[config.mk]
export PLATFORM = sky130hd
export DESIGN_NAME = psd_sqrt
export DESIGN_NICKNAME = d
export VERILOG_FILES = /design/src/design/psd_sqrt.sv
export SDC_FILE = /design/constraint.sdc
export NUM_CORES = 2
export LEC_CHECK = 0
export BUFFER_PORTS_ARGS = -buffer_cell sky130_fd_sc_hd__buf_2
export CORE_MARGIN = 4
export CORE_UTILIZATION = 50
export CTS_CLUSTER_DIAMETER = 50
export DETAILED_ROUTE_END_ITERATION = 12
export PLACE_DENSITY_LB_ADDON = 0.08
export SLEW_MARGIN = 40
export SYNTH_ARGS = -nofsm -noshare
export SYNTH_HDL_FRONTEND = slang
export SYNTH_SLANG_ARGS = --single-unit
[constraint.sdc]
create_clock -name clk -period 5.5 [get_ports clk]
set_input_delay 1.1 -clock clk [delete_from_list [all_inputs] [get_ports clk]]
set_output_delay 1.1 -clock clk [all_outputs]
set_load 0.005 [all_outputs]
[src/design/psd_sqrt.sv]
module psd_sqrt #(
  parameter int RAD_W  = 52,
  parameter int SIDE_W = 1
) (
  input  logic                 clk,
  input  logic                 rst,
  input  logic                 in_valid,
  input  logic [RAD_W-1:0]     rad,
  input  logic [SIDE_W-1:0]    in_side,
  output logic                 out_valid,
  output logic [RAD_W/2-1:0]   root,
  output logic [RAD_W/2+1:0]   rem,
  output logic [SIDE_W-1:0]    out_side
);

  localparam int STEPS  = RAD_W / 2;
  localparam int ROOT_W = RAD_W / 2;
  localparam int REM_W  = ROOT_W + 2;

  // one root bit per stage, two radicand bits consumed each time
  logic              v_s    [STEPS];
  logic [RAD_W-1:0]  rad_s  [STEPS];
  logic [ROOT_W-1:0] root_s [STEPS];
  logic [REM_W-1:0]  rem_s  [STEPS];
  logic [SIDE_W-1:0] side_s [STEPS];

  for (genvar i = 0; i < STEPS; i++) begin : g_step
    logic              src_v;
    logic [RAD_W-1:0]  src_rad;
    logic [ROOT_W-1:0] src_root;
    logic [REM_W-1:0]  src_rem;
    logic [SIDE_W-1:0] src_side;
    logic [REM_W+1:0]  rem2;
    logic [REM_W+1:0]  trial;
    logic [REM_W+1:0]  diff;
    logic              ge;

    if (i == 0) begin : g_first
      assign src_v    = in_valid;
      assign src_rad  = rad;
      assign src_root = '0;
      assign src_rem  = '0;
      assign src_side = in_side;
    end else begin : g_next
      assign src_v    = v_s[i-1];
      assign src_rad  = rad_s[i-1];
      assign src_root = root_s[i-1];
      assign src_rem  = rem_s[i-1];
      assign src_side = side_s[i-1];
    end

    assign rem2  = {src_rem, src_rad[RAD_W-1:RAD_W-2]};
    assign trial = {2'b00, src_root, 2'b01};
    assign ge    = rem2 >= trial;
    assign diff  = rem2 - trial;

    always_ff @(posedge clk) begin
      if (rst) begin
        v_s[i] <= 1'b0;
      end else begin
        v_s[i] <= src_v;
      end
    end

    always_ff @(posedge clk) begin
      rad_s[i]  <= {src_rad[RAD_W-3:0], 2'b00};
      root_s[i] <= {src_root[ROOT_W-2:0], ge};
      rem_s[i]  <= ge ? diff[REM_W-1:0] : rem2[REM_W-1:0];
      side_s[i] <= src_side;
    end
  end

  assign out_valid = v_s[STEPS-1];
  assign root      = root_s[STEPS-1];
  assign rem       = rem_s[STEPS-1];
  assign out_side  = side_s[STEPS-1];

endmodule

== Word level (Yosys, flattened, before mapping) ==
Memories as Yosys holds them, arrays and structs flattened.
Index checks and enable logic that the tools add are counted.
Widths: inputs -> output; s select.

* Bits in registers: 0
* Latch bits: 0
* Memory bits (writable): 2756
* Bits in read-only memories: 0
* Bits of input ports: 56
* Word-level logic and storage cells: 138
* Memories: 5

{| class="wikitable"
|+ Memories
! name !! words !! width !! rd ports !! clocked after Yosys merged registers in !! write ports !! line !! source
|-
| rad_s || 26 || 50 || 25 || 0 || 26 || 22 || <nowiki>logic [RAD_W-1:0] rad_s [STEPS];</nowiki>
|-
| rem_s || 26 || 28 || 26 || 0 || 26 || 24 || <nowiki>logic [REM_W-1:0] rem_s [STEPS];</nowiki>
|-
| root_s || 26 || 26 || 26 || 0 || 26 || 23 || <nowiki>logic [ROOT_W-1:0] root_s [STEPS];</nowiki>
|-
| side_s || 26 || 1 || 26 || 0 || 26 || 25 || <nowiki>logic [SIDE_W-1:0] side_s [STEPS];</nowiki>
|-
| v_s || 26 || 1 || 26 || 0 || 26 || 21 || <nowiki>logic v_s [STEPS];</nowiki>
|}

* Add/sub/neg operators: 26
* Multiply operators: 0
* Divide/modulo/power cells: 0
* $lt $le $gt $ge: 26
* Equality and inequality tests: 0
* Shift operators: 0
* Muxes and demuxes: 55
* Bitwise operators: 26
* Reduce and logical (&&, ||, !) cells: 0

{| class="wikitable"
|+ Operator list
! kind !! count
|-
| $ge 30x28->1 || 25
|-
| $mux 28 || 26
|-
| $sub 28x28->28 || 25
|-
| $mux 1 || 29
|-
| $or 1x1->1 || 26
|-
| $sub 2x1->3 const B || 1
|-
| $ge 2x1->1 const B || 1
|}

== Depth between registers and ports, before layout ==
* Depth in word-level cells: 3
* Mapped depth: 14
* Depth with buffers taken out: 13

== Least setup slack after synthesis ==
No wires, ideal clock.

* Path kind: register to register
* Start point: memory root_s[1][185] in the netlist's numbering
* End point: memory rem_s[1][235] in the netlist's numbering
* Setup time: 0.132 ns
* Data arrival time: 2.897 ns
* Required time: 5.368 ns
* Slack: 2.471 ns
* Cell stages (with the launch flop): 14
* Path buffers: 3
* Period minus slack after synthesis: 3.029 ns
* Cell sequence: dfxtp_1 -> inv_1 -> ha_1 -> and3_1 -> and2_1 -> a21boi_0 -> o21bai_1 -> a2111o_1 -> nand3_1 -> and2_1 -> clkbuf_1 -> clkbuf_1 -> buf_1 -> a21oi_1

{| class="wikitable"
|+ RTL lines
! element !! line
|-
| start, declared || 23
|-
| end, declared || 24
|}

==> run metrics <==
combinational share of power 0.161; die height around 360 µm; CTS tree done; Fin. Hold Viols 0; area share of the largest cell type after synthesis 0.551; period utilization 0.644; relative slew slack 0.438; share of layout cells above drive strength 1 0.0847; hold crit path type reg -> reg; CTS Hold Buffers Added 0; Ant. Diodes 0; vias in the first global route around 41k; Syn Nets 6652; CP required approximately 6000 ps; Clock transition at path regs approximately 60 ps; Clock Sinks about 1.7k; CTS H-tree depth 4; # rows 130; mapped cell area 63300 µm²; RSZ-0062 raised after global routing no; DR DRC count 0; cell-internal power between 20 and 25 mW; Yosys reg bits 1743; Final Critical Period 3540 ps; Crit Path Category reg -> reg; most frequent cells after synthesis 1743 x dfxtp_1, 483 x inv_1, 424 x nand2_1; ys async rst share 0; Vias around 42k; Area Overhead vs Synth 14.0%; antenna viol nets, final 0; gpl congestion around 0.85; CTS Buffer Depth 3; fillers 11.0k; most common cell in the netlist dfxtp_1; vias per cell ~5.1; final wirelength about 130000 µm; Final Skew 50.6 ps; Peak VDD IR slightly below 0.4 mV; syn avg cell area approximately 10 µm²; routed wire length per instance 15.6 µm; Critical Path End Type flop; iteration count of the initial detailed-routing pass 6; Area contributors post-synth dfxtp_1 55%, ha_1 7.5%, xnor2_1 4.0%, xor2_1 3.5%, a21oi_1 2.9%; number of enable flip-flop cells after synthesis 0; outcome complete, no violations; IO Port Bufs around 110; clock group share of total power 0.366; Yosys cell types 83; final setup fails 0; Critical Path AT ~4200 ps; Yosys warning count 0; Num CTS Buffers about 180; sequential cell area fraction in the yosys report 0.551; static leakage power about 33 nW; Min Hold Slack between 300 and 400 ps; global-route wire length before repair 209000 µm; Congestion Overflow GR 0; largest net degree at the start of global routing between 40 and 50; final setup margin 1960 ps; Starting Density 0.503; cts repair resizes 0; largest area contributor in the netlist dfxtp_1; post-CTS setup buffer count 0; Register Area ~35000 µm²; top_reg_cell synth dfxtp_1; IO Pins 112; Post-Syn Instances 6215; All-Layer GR Usage 0.193; Worst-Skew Late Latency ~810 ps; Worst Max-Slew Pin Slew approximately 840 ps; root buffer cell clkbuf_16; Final Max Slew Viols 0; setup_tns 0 ps; sequential power share 0.473; critical path startpoint category flop; core area around 130000 µm²; maximum clock frequency around 280 MHz; P_sw between 9 and 10 mW; initial DRC count ~2.4k; nets@finish around 6.9k; Multi-input gate area 26300 µm²; pwr dens between 400 and 500 nW/µm²; die area 132000 µm²; max-cap violations 0; initial antenna violation count 3; Critical Path Fanout Max 34; sw frac 0.279; hpwl dp between 90000 and 100000 µm; Die X roughly 360 µm; pre-CTS setup slack between 1500 and 2000 ps
-- cell families (layout without fill, tap and decap cells) --
group,count (synthesis),count (layout),synth area share
other,1,1,0.0000592
buffers and inverters,596,943,0.0356
adder cells (fa/ha/maj),381,381,0.0753
flip-flops,1743,1743,0.551
XOR/XNOR,544,544,0.0753
AO/OA/AOI/OAI,1234,1234,0.121
AND/OR/NAND/NOR,1646,1646,0.129
multiplexers,70,70,0.0123
-- routing by layer --
| metal | GRT usage | wire (µm) | vias to the layer above |
|---|---|---|---|
| li1 | - | - | 21600 |
| met1 | 0.252 | 59200 | 19400 |
| met2 | 0.330 | 60500 | 761 |
| met3 | 0.0334 | 5690 | 182 |
| met4 | 0.0561 | 2770 | 0 |
| met5 | 0 | 0 | - |
-- flip-flops by register name, indices dropped and copies added (netlist names) --
name	count
rem_s	690
rad_s	650
root_s	351
side_s	26
v_s	26
-- path summary, 6_finish.rpt --
path                                startpoint             to  cells past startpoint  slack [ps]
worst max-delay path            root_s[1][185]  rem_s[1][230]                     11        1960
worst min-delay path              rad_s[4][13]   rad_s[5][15]                      0         310
worst max register to register  root_s[1][185]  rem_s[1][230]                     11        1960
worst min register to register    rad_s[4][13]   rad_s[5][15]                      0         310
-- power by group through the flow --
stage	logic (mW)	clock network (mW)	registers [mW]
after floorplan	4.29	0	15.9
after global placement	5.47	0	16.5
after detailed placement	5.52	0	16.5
after CTS	5.56	12.9	16.3
after global routing	6.25	13.5	16.5
final	5.54	12.6	16.2
-- through the flow --
stage,std cells,cell area (µm²),utilization,power (mW)
3_5_place_dp,7887,65800,0.523,22.1
4_1_cts,8212,72200,0.574,34.7
3_3_place_gp,7884,65700,0.522,22.0
6_report,8212,72200,0.574,34.4
5_1_grt,8212,72200,0.574,36.2
2_1_floorplan,6215,63300,-,20.2
-- cell type report --
| type | count | share of cell area |
|---|---|---|
| inverter | 488 | 0.0254 |
| multi-input combinational | 3876 | 0.364 |
| tap | 1650 | 0.0286 |
| timing repair buffer | 130 | 0.00998 |
| clock buffer | 235 | 0.0684 |
| sequential | 1743 | 0.483 |
| clock inverter | 90 | 0.0202 |
-- critical path, stage by stage, from the launching register on --
cell and delay (ps):
dfxtp_1 330, inv_1 40, ha_1 370, and3_1 200
and2_1 150, a21boi_0 330, o21bai_1 170, a2111o_1 460
nand3_1 120, and2_1 430, buf_4 430, mux2_2 380
-- cell usage in the layout, fill, tap and decap left out, types with 90 or more instances in the layout --
cell,synthesis,routed
nor4_1,92,90
nor2_1,393,392
o21ai_0,326,325
inv_1,483,483
nor3_1,150,148
a21o_1,137,137
xnor2_1,288,288
clkbuf_16,0,177
buf_2,11,111
ha_1,381,381
xor2_1,256,256
nand2_1,424,424
nand3_1,117,117
dfxtp_1,1743,1743
a21oi_1,366,363
(Power assumes the default switching activity.)
